`src/rtl/led_blink_pattern_classifier_top_defines.svh`:
```
// Assertion macros for the LED blink pattern classifier.
// Each macro expects clk and rst_n to be visible at the point of use.
`ifndef LED_BLINK_PATTERN_CLASSIFIER_TOP_DEFINES_SVH
`define LED_BLINK_PATTERN_CLASSIFIER_TOP_DEFINES_SVH

// Same-cycle implication, checked outside reset.
`define LBPC_CHK_NOW(lbl, ante, cons, msg) \
  lbl: assert property (@(posedge clk) disable iff (!rst_n) (ante) |-> (cons)) else $error(msg);

// Next-cycle implication, checked outside reset.
`define LBPC_CHK_NEXT(lbl, ante, cons, msg) \
  lbl: assert property (@(posedge clk) disable iff (!rst_n) (ante) |=> (cons)) else $error(msg);

`endif

```
`src/rtl/lbpc_pkg.sv`:
```
// Shared types and constants for the LED blink pattern classifier.
// No dependencies; imported by every module of the block.
`default_nettype none

package lbpc_pkg;

  // Result pattern codes.
  typedef enum logic [2:0] {
    PAT_UNKNOWN = 3'd0,
    PAT_FAST    = 3'd1,
    PAT_SLOW    = 3'd2,
    PAT_SOLID   = 3'd3,
    PAT_OFF     = 3'd4
  } pattern_t;

  // Register indexes (byte address = 4 * index).
  typedef enum logic [2:0] {
    REG_FAST_PERIOD_MIN = 3'd0,
    REG_FAST_PERIOD_MAX = 3'd1,
    REG_FAST_PHASE_MIN  = 3'd2,
    REG_FAST_PHASE_MAX  = 3'd3,
    REG_SLOW_PERIOD_MIN = 3'd4,
    REG_SLOW_PERIOD_MAX = 3'd5,
    REG_SLOW_PHASE_MIN  = 3'd6,
    REG_SLOW_PHASE_MAX  = 3'd7
  } reg_idx_t;

  localparam int unsigned ADDR_W = 5;
  localparam int unsigned DATA_W = 32;
  localparam int unsigned DUR_W  = 16;

  // floor(x / 1000) for any 32-bit x: (x * ceil(2^41 / 1000)) >> 41.
  localparam int unsigned    DIV_SHIFT = 41;
  localparam logic [31:0]    DIV_MUL   = 32'd2199023256;
  // Quotient width: 2^32 / 1000 < 2^23.
  localparam int unsigned    MS_W      = 23;
  localparam logic [DUR_W-1:0] SAT16   = 16'hFFFF;

  typedef struct packed {
    logic        cmd;
    logic [31:0] edge_time_us;
    logic        pin_level;
    logic [31:0] poll_time_ms;
  } lbpc_in_t;

  typedef struct packed {
    pattern_t           pattern;
    logic [DUR_W-1:0]   on_duration_ms;
    logic [DUR_W-1:0]   off_duration_ms;
    logic [DUR_W-1:0]   period_length_ms;
  } lbpc_out_t;

  typedef struct packed {
    logic [DUR_W-1:0] period_min;
    logic [DUR_W-1:0] period_max;
    logic [DUR_W-1:0] phase_min;
    logic [DUR_W-1:0] phase_max;
  } window_t;

  typedef struct packed {
    window_t fast;
    window_t slow;
  } lbpc_cfg_t;

  localparam lbpc_cfg_t CFG_RESET = '{
    fast: '{period_min: 16'd100, period_max: 16'd400,
            phase_min:  16'd50,  phase_max:  16'd200},
    slow: '{period_min: 16'd800, period_max: 16'd1600,
            phase_min:  16'd400, phase_max:  16'd800}
  };

  // Item after level tracking and the ms divides.
  typedef struct packed {
    logic              is_poll;
    logic              level_change;
    logic              prev_level;
    logic [MS_W-1:0]   dur_ms;
    logic [MS_W-1:0]   edge_ms;
    logic              pin_level;
    logic [31:0]       poll_time_ms;
  } lbpc_mid_t;

endpackage

`default_nettype wire

```
`src/rtl/lbpc_stream_if.sv`:
```
// Valid/ready stream channel carrying one payload struct per transfer.
// Payload type is set by the instantiating module.
`default_nettype none

interface lbpc_stream_if #(
  parameter type payload_t = logic
) ();
  logic     valid;
  logic     ready;
  payload_t payload;

  modport source (output valid, output payload, input ready);
  modport sink   (input valid, input payload, output ready);
endinterface

`default_nettype wire

```
`src/rtl/lbpc_cfg.sv`:
```
// APB-style register file holding the fast and slow blink windows.
// Depends on lbpc_pkg.
`default_nettype none

module lbpc_cfg
  import lbpc_pkg::*;
(
  input  wire logic              clk,
  input  wire logic              rst_n,
  input  wire logic              psel,
  input  wire logic              penable,
  input  wire logic              pwrite,
  input  wire logic [ADDR_W-1:0] paddr,
  input  wire logic [DATA_W-1:0] pwdata,
  output logic      [DATA_W-1:0] prdata,
  output lbpc_cfg_t              cfg
);

  lbpc_cfg_t        cfg_r;
  lbpc_cfg_t        cfg_nxt;
  reg_idx_t         idx;
  logic [DUR_W-1:0] wval;
  logic [DUR_W-1:0] rval;

  assign idx  = reg_idx_t'(paddr[ADDR_W-1:2]);
  assign wval = pwdata[DUR_W-1:0];

  always_comb begin
    cfg_nxt = cfg_r;
    if (psel && penable && pwrite) begin
      case (idx)
        REG_FAST_PERIOD_MIN: cfg_nxt.fast.period_min = wval;
        REG_FAST_PERIOD_MAX: cfg_nxt.fast.period_max = wval;
        REG_FAST_PHASE_MIN:  cfg_nxt.fast.phase_min  = wval;
        REG_FAST_PHASE_MAX:  cfg_nxt.fast.phase_max  = wval;
        REG_SLOW_PERIOD_MIN: cfg_nxt.slow.period_min = wval;
        REG_SLOW_PERIOD_MAX: cfg_nxt.slow.period_max = wval;
        REG_SLOW_PHASE_MIN:  cfg_nxt.slow.phase_min  = wval;
        REG_SLOW_PHASE_MAX:  cfg_nxt.slow.phase_max  = wval;
        default:             cfg_nxt = cfg_r;
      endcase
    end
  end

  always_comb begin
    case (idx)
      REG_FAST_PERIOD_MIN: rval = cfg_r.fast.period_min;
      REG_FAST_PERIOD_MAX: rval = cfg_r.fast.period_max;
      REG_FAST_PHASE_MIN:  rval = cfg_r.fast.phase_min;
      REG_FAST_PHASE_MAX:  rval = cfg_r.fast.phase_max;
      REG_SLOW_PERIOD_MIN: rval = cfg_r.slow.period_min;
      REG_SLOW_PERIOD_MAX: rval = cfg_r.slow.period_max;
      REG_SLOW_PHASE_MIN:  rval = cfg_r.slow.phase_min;
      REG_SLOW_PHASE_MAX:  rval = cfg_r.slow.phase_max;
      default:             rval = '0;
    endcase
  end

  always_ff @(posedge clk) begin
    if (!rst_n) begin
      cfg_r <= CFG_RESET;
    end else begin
      cfg_r <= cfg_nxt;
    end
  end

  assign prdata = DATA_W'(rval);
  assign cfg    = cfg_r;

endmodule

`default_nettype wire

```
`src/rtl/lbpc_front.sv`:
```
// Level tracker and microsecond-to-millisecond divide stage.
// Depends on lbpc_pkg; feeds lbpc_classify through a registered lbpc_mid_t.
`default_nettype none

module lbpc_front
  import lbpc_pkg::*;
(
  input  wire logic      clk,
  input  wire logic      rst_n,
  input  wire logic      en,
  input  lbpc_in_t       item,
  output lbpc_mid_t      mid
);

  logic        level_r;
  logic        level_nxt;
  logic [31:0] start_r;
  logic [31:0] start_nxt;
  logic        change;
  logic [31:0] diff_us;
  lbpc_mid_t   mid_r;
  lbpc_mid_t   mid_nxt;

  // Reciprocal multiply; exact for the whole 32-bit range.
  function automatic logic [MS_W-1:0] div_ms(input logic [31:0] x);
    logic [63:0] prod;
    prod   = 64'(x) * 64'(DIV_MUL);
    div_ms = prod[DIV_SHIFT +: MS_W];
  endfunction

  assign change  = !item.cmd && (item.pin_level != level_r);
  assign diff_us = item.edge_time_us - start_r;

  // Glitch or not, a level change always moves the level start.
  always_comb begin
    level_nxt = level_r;
    start_nxt = start_r;
    if (en && change) begin
      level_nxt = item.pin_level;
      start_nxt = item.edge_time_us;
    end
  end

  always_comb begin
    mid_nxt.is_poll      = item.cmd;
    mid_nxt.level_change = change;
    mid_nxt.prev_level   = level_r;
    mid_nxt.dur_ms       = div_ms(diff_us);
    mid_nxt.edge_ms      = div_ms(item.edge_time_us);
    mid_nxt.pin_level    = item.pin_level;
    mid_nxt.poll_time_ms = item.poll_time_ms;
  end

  always_ff @(posedge clk) begin
    if (!rst_n) begin
      level_r <= 1'b1;
      start_r <= '0;
    end else begin
      level_r <= level_nxt;
      start_r <= start_nxt;
    end
  end

  always_ff @(posedge clk) begin
    if (en) begin
      mid_r <= mid_nxt;
    end
  end

  assign mid = mid_r;

endmodule

`default_nettype wire

```
`src/rtl/lbpc_classify.sv`:
```
// Duration bookkeeping, window matching, quiet detection and result register.
// Depends on lbpc_pkg; takes lbpc_mid_t from lbpc_front.
`default_nettype none

module lbpc_classify
  import lbpc_pkg::*;
#(
  parameter int unsigned GLITCH_LIMIT_MS = 5,
  parameter int unsigned QUIET_LIMIT_MS  = 3000
) (
  input  wire logic clk,
  input  wire logic rst_n,
  input  wire logic en,
  input  lbpc_mid_t mid,
  input  lbpc_cfg_t cfg,
  output lbpc_out_t res
);

  logic [DUR_W-1:0] on_r, on_nxt;
  logic [DUR_W-1:0] off_r, off_nxt;
  logic [DUR_W-1:0] period_r, period_nxt;
  pattern_t         pattern_r, pattern_nxt;
  logic [MS_W-1:0]  last_edge_r, last_edge_nxt;
  logic [DUR_W-1:0] dur_sat;
  logic             glitch;
  logic [DUR_W:0]   sum;
  logic [31:0]      idle_ms;
  lbpc_out_t        res_r;

  function automatic logic win_hit(input window_t w, input logic [DUR_W-1:0] per,
                                   input logic [DUR_W-1:0] on_v,
                                   input logic [DUR_W-1:0] off_v);
    win_hit = (per  >= w.period_min) && (per  <= w.period_max) &&
              (on_v >= w.phase_min)  && (on_v <= w.phase_max) &&
              (off_v >= w.phase_min) && (off_v <= w.phase_max);
  endfunction

  assign glitch  = mid.dur_ms < MS_W'(GLITCH_LIMIT_MS);
  assign dur_sat = (|mid.dur_ms[MS_W-1:DUR_W]) ? SAT16 : mid.dur_ms[DUR_W-1:0];
  assign idle_ms = mid.poll_time_ms - 32'(last_edge_r);

  always_comb begin
    on_nxt        = on_r;
    off_nxt       = off_r;
    period_nxt    = period_r;
    pattern_nxt   = pattern_r;
    last_edge_nxt = last_edge_r;
    sum           = '0;
    if (mid.is_poll) begin
      if (idle_ms >= 32'(QUIET_LIMIT_MS)) begin
        pattern_nxt = mid.pin_level ? PAT_OFF : PAT_SOLID;
      end
    end else if (mid.level_change && !glitch) begin
      // low level = LED on
      if (!mid.prev_level) begin
        on_nxt = dur_sat;
      end else begin
        off_nxt = dur_sat;
      end
      if ((on_nxt != '0) && (off_nxt != '0)) begin
        sum        = {1'b0, on_nxt} + {1'b0, off_nxt};
        period_nxt = sum[DUR_W] ? SAT16 : sum[DUR_W-1:0];
        if (win_hit(cfg.fast, period_nxt, on_nxt, off_nxt)) begin
          pattern_nxt = PAT_FAST;
        end else if (win_hit(cfg.slow, period_nxt, on_nxt, off_nxt)) begin
          pattern_nxt = PAT_SLOW;
        end
      end
      last_edge_nxt = mid.edge_ms;
    end
  end

  always_ff @(posedge clk) begin
    if (!rst_n) begin
      on_r        <= '0;
      off_r       <= '0;
      period_r    <= '0;
      pattern_r   <= PAT_UNKNOWN;
      last_edge_r <= '0;
    end else if (en) begin
      on_r        <= on_nxt;
      off_r       <= off_nxt;
      period_r    <= period_nxt;
      pattern_r   <= pattern_nxt;
      last_edge_r <= last_edge_nxt;
    end
  end

  always_ff @(posedge clk) begin
    if (en) begin
      res_r <= '{pattern: pattern_nxt, on_duration_ms: on_nxt,
                 off_duration_ms: off_nxt, period_length_ms: period_nxt};
    end
  end

  assign res = res_r;

endmodule

`default_nettype wire

```
`src/rtl/led_blink_pattern_classifier_top.sv`:
```
// Top level of the LED blink pattern classifier: channel handshakes and stages.
// Depends on lbpc_pkg, lbpc_stream_if, lbpc_cfg, lbpc_front, lbpc_classify.
//
// Classifies an active-low status LED from edge and poll items. One item is
// accepted per clock unless back-pressure has filled the stages, and every item
// yields exactly one result via the input register, the level tracker with the
// 32x32 reciprocal multiply that turns microseconds into milliseconds, then the
// duration / window / quiet stage that writes the result register. Each stage
// advances when the one behind it is empty or moving, so input transfers
// continue while a result waits at the output until the input and middle stages
// are both full. No clearing pass after reset. Window registers sit at byte
// addresses 0x00..0x1C. Write them only while idle; the block does not check.
`default_nettype none
`include "led_blink_pattern_classifier_top_defines.svh"

module led_blink_pattern_classifier_top
  import lbpc_pkg::*;
#(
  parameter int unsigned GLITCH_LIMIT_MS = 5,
  parameter int unsigned QUIET_LIMIT_MS  = 3000
) (
  input  wire logic              clk,
  input  wire logic              rst_n,
  lbpc_stream_if.sink            in_ch,
  lbpc_stream_if.source          out_ch,
  input  wire logic              psel,
  input  wire logic              penable,
  input  wire logic              pwrite,
  input  wire logic [ADDR_W-1:0] paddr,
  input  wire logic [DATA_W-1:0] pwdata,
  output logic      [DATA_W-1:0] prdata,
  output logic                   pready
);

  logic      in_v_r, in_v_nxt;
  logic      mid_v_r, mid_v_nxt;
  logic      out_v_r, out_v_nxt;
  logic      out_adv;
  logic      mid_adv;
  logic      in_rdy;
  logic      in_xfer;
  lbpc_in_t  item_r;
  lbpc_mid_t mid;
  lbpc_cfg_t cfg;
  lbpc_out_t res;

  assign out_adv = !out_v_r || out_ch.ready;
  assign mid_adv = !mid_v_r || out_adv;
  assign in_rdy  = !in_v_r || mid_adv;
  assign in_xfer = in_ch.valid && in_rdy;

  always_comb begin
    in_v_nxt  = in_rdy  ? in_ch.valid : in_v_r;
    mid_v_nxt = mid_adv ? in_v_r      : mid_v_r;
    out_v_nxt = out_adv ? mid_v_r     : out_v_r;
  end

  always_ff @(posedge clk) begin
    if (!rst_n) begin
      in_v_r  <= 1'b0;
      mid_v_r <= 1'b0;
      out_v_r <= 1'b0;
    end else begin
      in_v_r  <= in_v_nxt;
      mid_v_r <= mid_v_nxt;
      out_v_r <= out_v_nxt;
    end
  end

  always_ff @(posedge clk) begin
    if (in_xfer) begin
      item_r <= in_ch.payload;
    end
  end

  lbpc_cfg u_cfg (
    .clk     (clk),
    .rst_n   (rst_n),
    .psel    (psel),
    .penable (penable),
    .pwrite  (pwrite),
    .paddr   (paddr),
    .pwdata  (pwdata),
    .prdata  (prdata),
    .cfg     (cfg)
  );

  lbpc_front u_front (
    .clk   (clk),
    .rst_n (rst_n),
    .en    (mid_adv && in_v_r),
    .item  (item_r),
    .mid   (mid)
  );

  lbpc_classify #(
    .GLITCH_LIMIT_MS (GLITCH_LIMIT_MS),
    .QUIET_LIMIT_MS  (QUIET_LIMIT_MS)
  ) u_classify (
    .clk   (clk),
    .rst_n (rst_n),
    .en    (out_adv && mid_v_r),
    .mid   (mid),
    .cfg   (cfg),
    .res   (res)
  );

  assign in_ch.ready    = in_rdy;
  assign out_ch.valid   = out_v_r;
  assign out_ch.payload = res;
  assign pready         = 1'b1;

  // An empty input stage never back-pressures.
  `LBPC_CHK_NOW(a_in_free_ready, !in_v_r, in_rdy, "input stage empty but not ready")
  // A transfer always lands in the input stage.
  `LBPC_CHK_NEXT(a_in_capture, in_xfer, in_v_r, "accepted item lost at input stage")
  // A stalled middle item is kept.
  `LBPC_CHK_NEXT(a_mid_hold, mid_v_r && !out_adv, mid_v_r, "middle item dropped on stall")
  // A moving middle item shows up as a result.
  `LBPC_CHK_NEXT(a_mid_to_out, mid_v_r && out_adv, out_v_r, "middle item did not reach output")

endmodule

`default_nettype wire

```
`src/flat_wrapper.sv`:
```
// flat-port wrapper written by rule: the top's interface ports become plain ports
module led_blink_pattern_classifier_top_flat import lbpc_pkg::*;
#(
  parameter int unsigned GLITCH_LIMIT_MS = 5,
  parameter int unsigned QUIET_LIMIT_MS  = 3000
)
  (clk, rst_n, psel, penable, pwrite, paddr, pwdata, prdata, pready, in_ch_valid, in_ch_payload, in_ch_ready, out_ch_valid, out_ch_payload, out_ch_ready);
  lbpc_stream_if #(.payload_t(lbpc_in_t)) in_ch_i ();
  lbpc_stream_if #(.payload_t(lbpc_out_t)) out_ch_i ();
  input  wire logic clk;
  input  wire logic rst_n;
  input  wire logic psel;
  input  wire logic penable;
  input  wire logic pwrite;
  input  wire logic [ADDR_W-1:0] paddr;
  input  wire logic [DATA_W-1:0] pwdata;
  output logic      [DATA_W-1:0] prdata;
  output logic pready;
  input wire logic [$bits(in_ch_i.valid)-1:0] in_ch_valid;
  input wire logic [$bits(in_ch_i.payload)-1:0] in_ch_payload;
  output wire logic [$bits(in_ch_i.ready)-1:0] in_ch_ready;
  output wire logic [$bits(out_ch_i.valid)-1:0] out_ch_valid;
  output wire logic [$bits(out_ch_i.payload)-1:0] out_ch_payload;
  input wire logic [$bits(out_ch_i.ready)-1:0] out_ch_ready;
  assign in_ch_i.valid = in_ch_valid;
  assign in_ch_i.payload = in_ch_payload;
  assign in_ch_ready = in_ch_i.ready;
  assign out_ch_valid = out_ch_i.valid;
  assign out_ch_payload = out_ch_i.payload;
  assign out_ch_i.ready = out_ch_ready;
  led_blink_pattern_classifier_top #(.GLITCH_LIMIT_MS(GLITCH_LIMIT_MS), .QUIET_LIMIT_MS(QUIET_LIMIT_MS)) u_core (.clk(clk), .rst_n(rst_n), .in_ch(in_ch_i), .out_ch(out_ch_i), .psel(psel), .penable(penable), .pwrite(pwrite), .paddr(paddr), .pwdata(pwdata), .prdata(prdata), .pready(pready));
endmodule
```
`config.mk`:
```
export PLATFORM = sky130hd
export DESIGN_NAME = led_blink_pattern_classifier_top_flat
export DESIGN_NICKNAME = d
export VERILOG_FILES = /design/src/rtl/lbpc_pkg.sv /design/src/rtl/lbpc_stream_if.sv /design/src/rtl/lbpc_cfg.sv /design/src/rtl/lbpc_front.sv /design/src/rtl/lbpc_classify.sv /design/src/rtl/led_blink_pattern_classifier_top.sv /design/src/flat_wrapper.sv
export VERILOG_INCLUDE_DIRS = /design/src /design/src/rtl
export SDC_FILE = /design/constraint.sdc
export NUM_CORES = 2
export LEC_CHECK = 0
export BUFFER_PORTS_ARGS = -buffer_cell sky130_fd_sc_hd__buf_2
export CORE_MARGIN = 1.5
export CORE_UTILIZATION = 55
export CTS_CLUSTER_DIAMETER = 50
export CTS_CLUSTER_SIZE = 24
export DETAILED_ROUTE_END_ITERATION = 8
export GPL_ROUTABILITY_DRIVEN = 0
export PLACE_DENSITY = 0.69
export SLEW_MARGIN = 20
export SYNTH_ARGS = -nofsm -noshare
export SYNTH_HDL_FRONTEND = slang
export SYNTH_SLANG_ARGS = --single-unit
```
`constraint.sdc`:
```
create_clock -name clk -period 11.08 [get_ports clk]
set_input_delay 1.108 -clock clk [delete_from_list [all_inputs] [get_ports clk]]
set_output_delay 1.108 -clock clk [all_outputs]
set_load 0.02 [all_outputs]
```
# After elaboration in Yosys (flattened, before gate mapping)
# Cells that the tools add are included.
op_classes:
  shift: 0
  multipliers: 2
  bitwise: 1
  magnitude_cmp: 14
  div_mod_pow: 0
  add_sub_neg: 3
  muxes: 23
  reduce_logical: 40
  eq_ne: 8
op_table:
  columns: ["op", "n"]
  rows:
  - ["$mux W16", 15]
  - ["$pmux W16 S8", 1]
  - ["$mul A32 B29 Y61 const B", 2]
  - ["$ge A16 B16 Y1", 6]
  - ["$le A16 B16 Y1", 6]
  - ["$ge A32 B12 Y1 const B", 1]
  - ["$reduce_bool A16 Y1", 2]
  - ["$sub A32 B23 Y32", 1]
  - ["$sub A32 B32 Y32", 1]
  - ["$lt A23 B3 Y1 const B", 1]
  - ["$mux W3", 7]
  - ["$logic_and A1 B1 Y1", 19]
  - ["$add A16 B16 Y17", 1]
  - ["$reduce_and A2 Y1", 8]
  - ["$eq A3 B3 Y1 const B", 4]
  - ["$reduce_or A7 Y1", 1]
  - ["$eq A3 B2 Y1 const B", 2]
  - ["$logic_not A1 Y1", 5]
  - ["$eq A3 B1 Y1 const B", 1]
  - ["$logic_not A3 Y1", 1]
  - ["$logic_or A1 B1 Y1", 3]
  - ["$reduce_and A3 Y1", 1]
  - ["$ne A1 B1 Y1", 1]
  - ["$not A1 Y1", 1]
word_totals:
  latchBits: 0
  mem_bits_ro: 0
  out_inout_bits: 86
  ramBits: 0
  regBits: 437
  word_cells: 124
  memories: 0

# Longest topological paths before layout
depth:
  ltp_word: 18
  mapped_depth: 38
  mapped_depth_nobuf: 38

# Hierarchy
# Synthesis repeated with hierarchy kept, for this count alone.
hier_totals:
  hier_cells: 5464
  area_unflattened_um2: 53272.3
by_module_without_submodules:
  columns: ["module", "n_inst", "seq_area_each_um2", "cells_per_inst", "area_each_um2"]
  rows:
  - ["lbpc_front", 1, 3123.0, 3023, 32322.2]
  - ["lbpc_classify", 1, 3012.9, 1592, 12746.0]
  - ["lbpc_cfg", 1, 2562.5, 768, 6073.3]
  - ["led_blink_pattern_classifier_top", 1, 2042.0, 81, 2130.8]

# Worst setup path after synthesis
# OpenSTA, ideal clock, no wires.
synth_timing:
  kind: "reg-to-reg"
  startpoint: "register u_core.item_r[33] (netlist name)"
  endpoint: "register u_core.u_front.mid_r, in the netlist u_core.u_front.mid[77] (data pin)"
  required_time_ns: 10.885
  path_slack_ns: 1.537
  setup_time_ns: 0.195
  arrival_time_ns: 9.348
  path_stages_with_launch: 35
  cell_sequence: "edfxtp_1 > inv_1 > ha_1 > inv_1 > fa_1 > a211o_1 > a21oi_1 > o21ai_0 > a211oi_1 > nor3_1 > o41a_1 > xor2_1 > ha_1 > fa_1 > fa_1 > inv_1 > fa_1 > inv_1 > fa_1 > inv_1 > fa_1 > inv_1 > fa_1 > fa_1 > ha_1 > a21o_1 > a21oi_1 > o21ai_0 > a221oi_1 > a2bb2oi_1 > a31oi_1 > o2111ai_1 > a21oi_1 > or4_1 > o311ai_0"
synth_lines:
  columns: ["element", "line_no", "text"]
  rows:
  - ["start, declared", "led_blink_pattern_classifier_top.sv:42", "lbpc_in_t item_r;"]
  - ["start signal, assigned", "led_blink_pattern_classifier_top.sv:72", "item_r <= in_ch.payload;"]
  - ["end signal, assigned", "lbpc_front.sv:66", "mid_r <= mid_nxt;"]
  - ["end, declared", "lbpc_front.sv:21", "lbpc_mid_t mid_r;"]

==> results.ini <==
[grt]
antenna_found_initial=4
grt_pass1_vias=40100
grt_max_degree=129
track_usage_pct=28.6
overflow=0
grt_pass1_wl_mm=220

[drt]
drc=0
routed_via_density=5.68
drt-initial-drc-count=3085
ant_nets=0
vias=39400
drt_pass1_iterations=6
drt_wl_total_mm=139
wl_per_cell_um=20.0

[logic_synthesis]
synth_warnings=0
synth_seq_cells=437
async_flop_share_pct=0
ys.flop_type=dfxtp_1
synthCells=5464
synth_cell_types=83
synth_area_per_cell_um2=9.70
synth_area_mm2=0.0530
synth_edf_count=199
ys_seq_area_share_pct=20.3

[worst_setup_path]
cp_common_cell=inv_1
required_ps=11490
r2r_cells=38
slowest_delay_ps=550
critPathSlowestCell=or4_1
r2r_setup_slack_ps=720
cp.arrival_ps=10780
worstPathMaxFanout=7
rr_startpoint=u_core.item_r[33]
critPathKind=register to register
worstReg2RegEnd=u_core.u_front.mid[77]
worst_setup_path_start_kind=register
cp-end-kind=register

[clocking]
clock_latency_ps=670
htree_levels=2
cts_root_buf=clkbuf_16
cts_tree=yes
cts_hold_buf=0
path_clk_slew_ps=70
cts_sinks=437
post_cts_resized=0
ctsLongestPathBuffers=3
cts_buffers=53
cts_setup_buffers=0

[floorplan]
fp.dieArea_mm2=0.0983
fp.coreArea_mm2=0.0953
rows=113
start_util_pct=55.6
ioPinCount=196
fp.dieW_um=313
dieHeight_um=313

[final_layout]
final_core_util_pct=60.4
nets=7368
final_common_cell=inv_1
layout_common_cells=inv_1, ha_1, fa_1
drive_above_1_share_pct=7.39
area_growth_pct=8.55
antenna_cells=0

[sta]
setup_violations=0
rsz0062_at_grt=false
clock.fmax_ghz=0.0965
skew_ps=63.0
hold_viol_final=0
setup_tns_ps=0
timing.final.crit_share_pct=93.5
slew_viol_final=0
worstMarginPinSlew_ps=1110
relSlewSlack_pct=25.7
min_period_ps=10360

[place]
port_buffers=160
hpwl_mm=112

[worst_hold_path]
hold_path_class=register to register
holdPathStages=0
min_to=u_core.u_front.mid[31]
hold_start=u_core.item_r[31]

[flow_run]
maxCapViolCount=0

[status]
outcome=complete, no violations

-- registers in the layout, summed over array words and instances (netlist names) --
signal / flops
u_core.u_front.mid: 82
u_core.item_r: 66
u_core.u_classify.off_r: 16
u_core.u_classify.pattern_r: 3
u_core.u_classify.last_edge_r: 23
u_core.mid_v_r: 1
u_core.u_front.level_r: 1
u_core.in_v_r: 1
u_core.u_front.start_r: 32
u_core.u_classify.on_r: 16
u_core.u_classify.period_r: 16
u_core.u_classify.res: 51
u_core.out_ch.valid: 1
u_core.u_cfg.cfg: 128
-- synthesized netlist by cell type (17+ instances only) --
| cell | instances | share of area [%] |
|---|---|---|
| xor2_1 | 26 | 0.43 |
| mux2i_1 | 23 | 0.43 |
| nor2b_1 | 30 | 0.35 |
| o211ai_1 | 45 | 0.64 |
| a21oi_1 | 190 | 1.8 |
| a21boi_0 | 192 | 2.7 |
| a221oi_1 | 23 | 0.38 |
| xnor2_1 | 68 | 1.1 |
| or3_1 | 23 | 0.27 |
| nand2b_1 | 20 | 0.24 |
| o21ai_0 | 154 | 1.5 |
| dfxtp_1 | 238 | 9.0 |
| mux2_2 | 29 | 0.62 |
| inv_1 | 1040 | 7.4 |
| ha_1 | 1032 | 24 |
| buf_4 | 17 | 0.24 |
| o21a_1 | 28 | 0.40 |
| and3_1 | 22 | 0.26 |
| a21o_1 | 103 | 1.5 |
| nor3_1 | 53 | 0.50 |
| a31oi_1 | 30 | 0.35 |
| nand4_1 | 54 | 0.64 |
| fa_1 | 599 | 23 |
| a211oi_1 | 34 | 0.48 |
| nand3_1 | 56 | 0.53 |
| nand2_1 | 541 | 3.8 |
| nor2_1 | 213 | 1.5 |
| edfxtp_1 | 199 | 11 |
| clkbuf_1 | 113 | 0.80 |
| and2_1 | 27 | 0.32 |
-- how the worst max path moves through the flow --
stage,startpoint,to,slack (ps),cells past startpoint
after detailed placement,u_core.item_r[33],u_core.u_front.mid[77],640,36
after global routing,u_core.item_r[33],u_core.u_front.mid[77],100,36
final,u_core.item_r[33],u_core.u_front.mid[77],720,38
after global placement,u_core.item_r[33],u_core.u_front.mid[77],710,36
after floorplan,u_core.item_r[33],u_core.u_front.mid[77],1540,34
after CTS,u_core.item_r[33],u_core.u_front.mid[77],560,36
-- area by class of cell --
class	instances	area, um2
clock buffers	59	1380
clock inverters	41	603
fillers	8215	37700
inverters	1041	3910
multi-input cells	3843	37800
flip-flops and latches	437	10700
well taps	1265	1580
repair buffers	251	1530
-- logic make-up (layout without fill, tap and decap cells) --
family                     count (synthesis)  count (layout)  share of synthesized area (%)
adders and majority gates               1631            1631                           47.0
and+or+nand+nor                         1097            1097                           9.29
muxes                                     56              56                           1.22
DFF                                      437             437                           20.3
buffers and inverters                   1199            1392                           8.66
other                                      2              17                         0.0142
AOI/OAI and AO/OA                        948             948                           12.0
xor gates and xnor gates                  94              94                           1.55
-- routing by layer --
metal  vias up  global-route usage [%]  share of wire (%)
met2      1297                    46.1                 46
met4         2                    9.74                3.5
li1      18600                       -                  -
met5         -                       0             0.0072
met3       259                    3.29                6.5
met1     19200                    40.0                 44
-- critical path, delay by kind of cell, from the launching register on --
kind            cells  cell delay (ps)
compound gates     15             4110
buf+inv             8              430
simple gates        3              780
fa+ha+maj          11             4210
flops               1              380
xor+xnor            1              210
-- metrics by stage --
step	instances	setup slack (ps)	hold WS, ps	instance area [um2]
after floorplan	5479	1540	400	53100
after global placement	6835	708	406	55500
after detailed placement	6835	640	405	55500
after CTS	6935	560	420	57500
after global routing	6937	105	425	57600
final	6937	716	421	57600
Power is not shown: default switching activity piles up to over one toggle a cycle in this logic, so the estimate is an artifact.
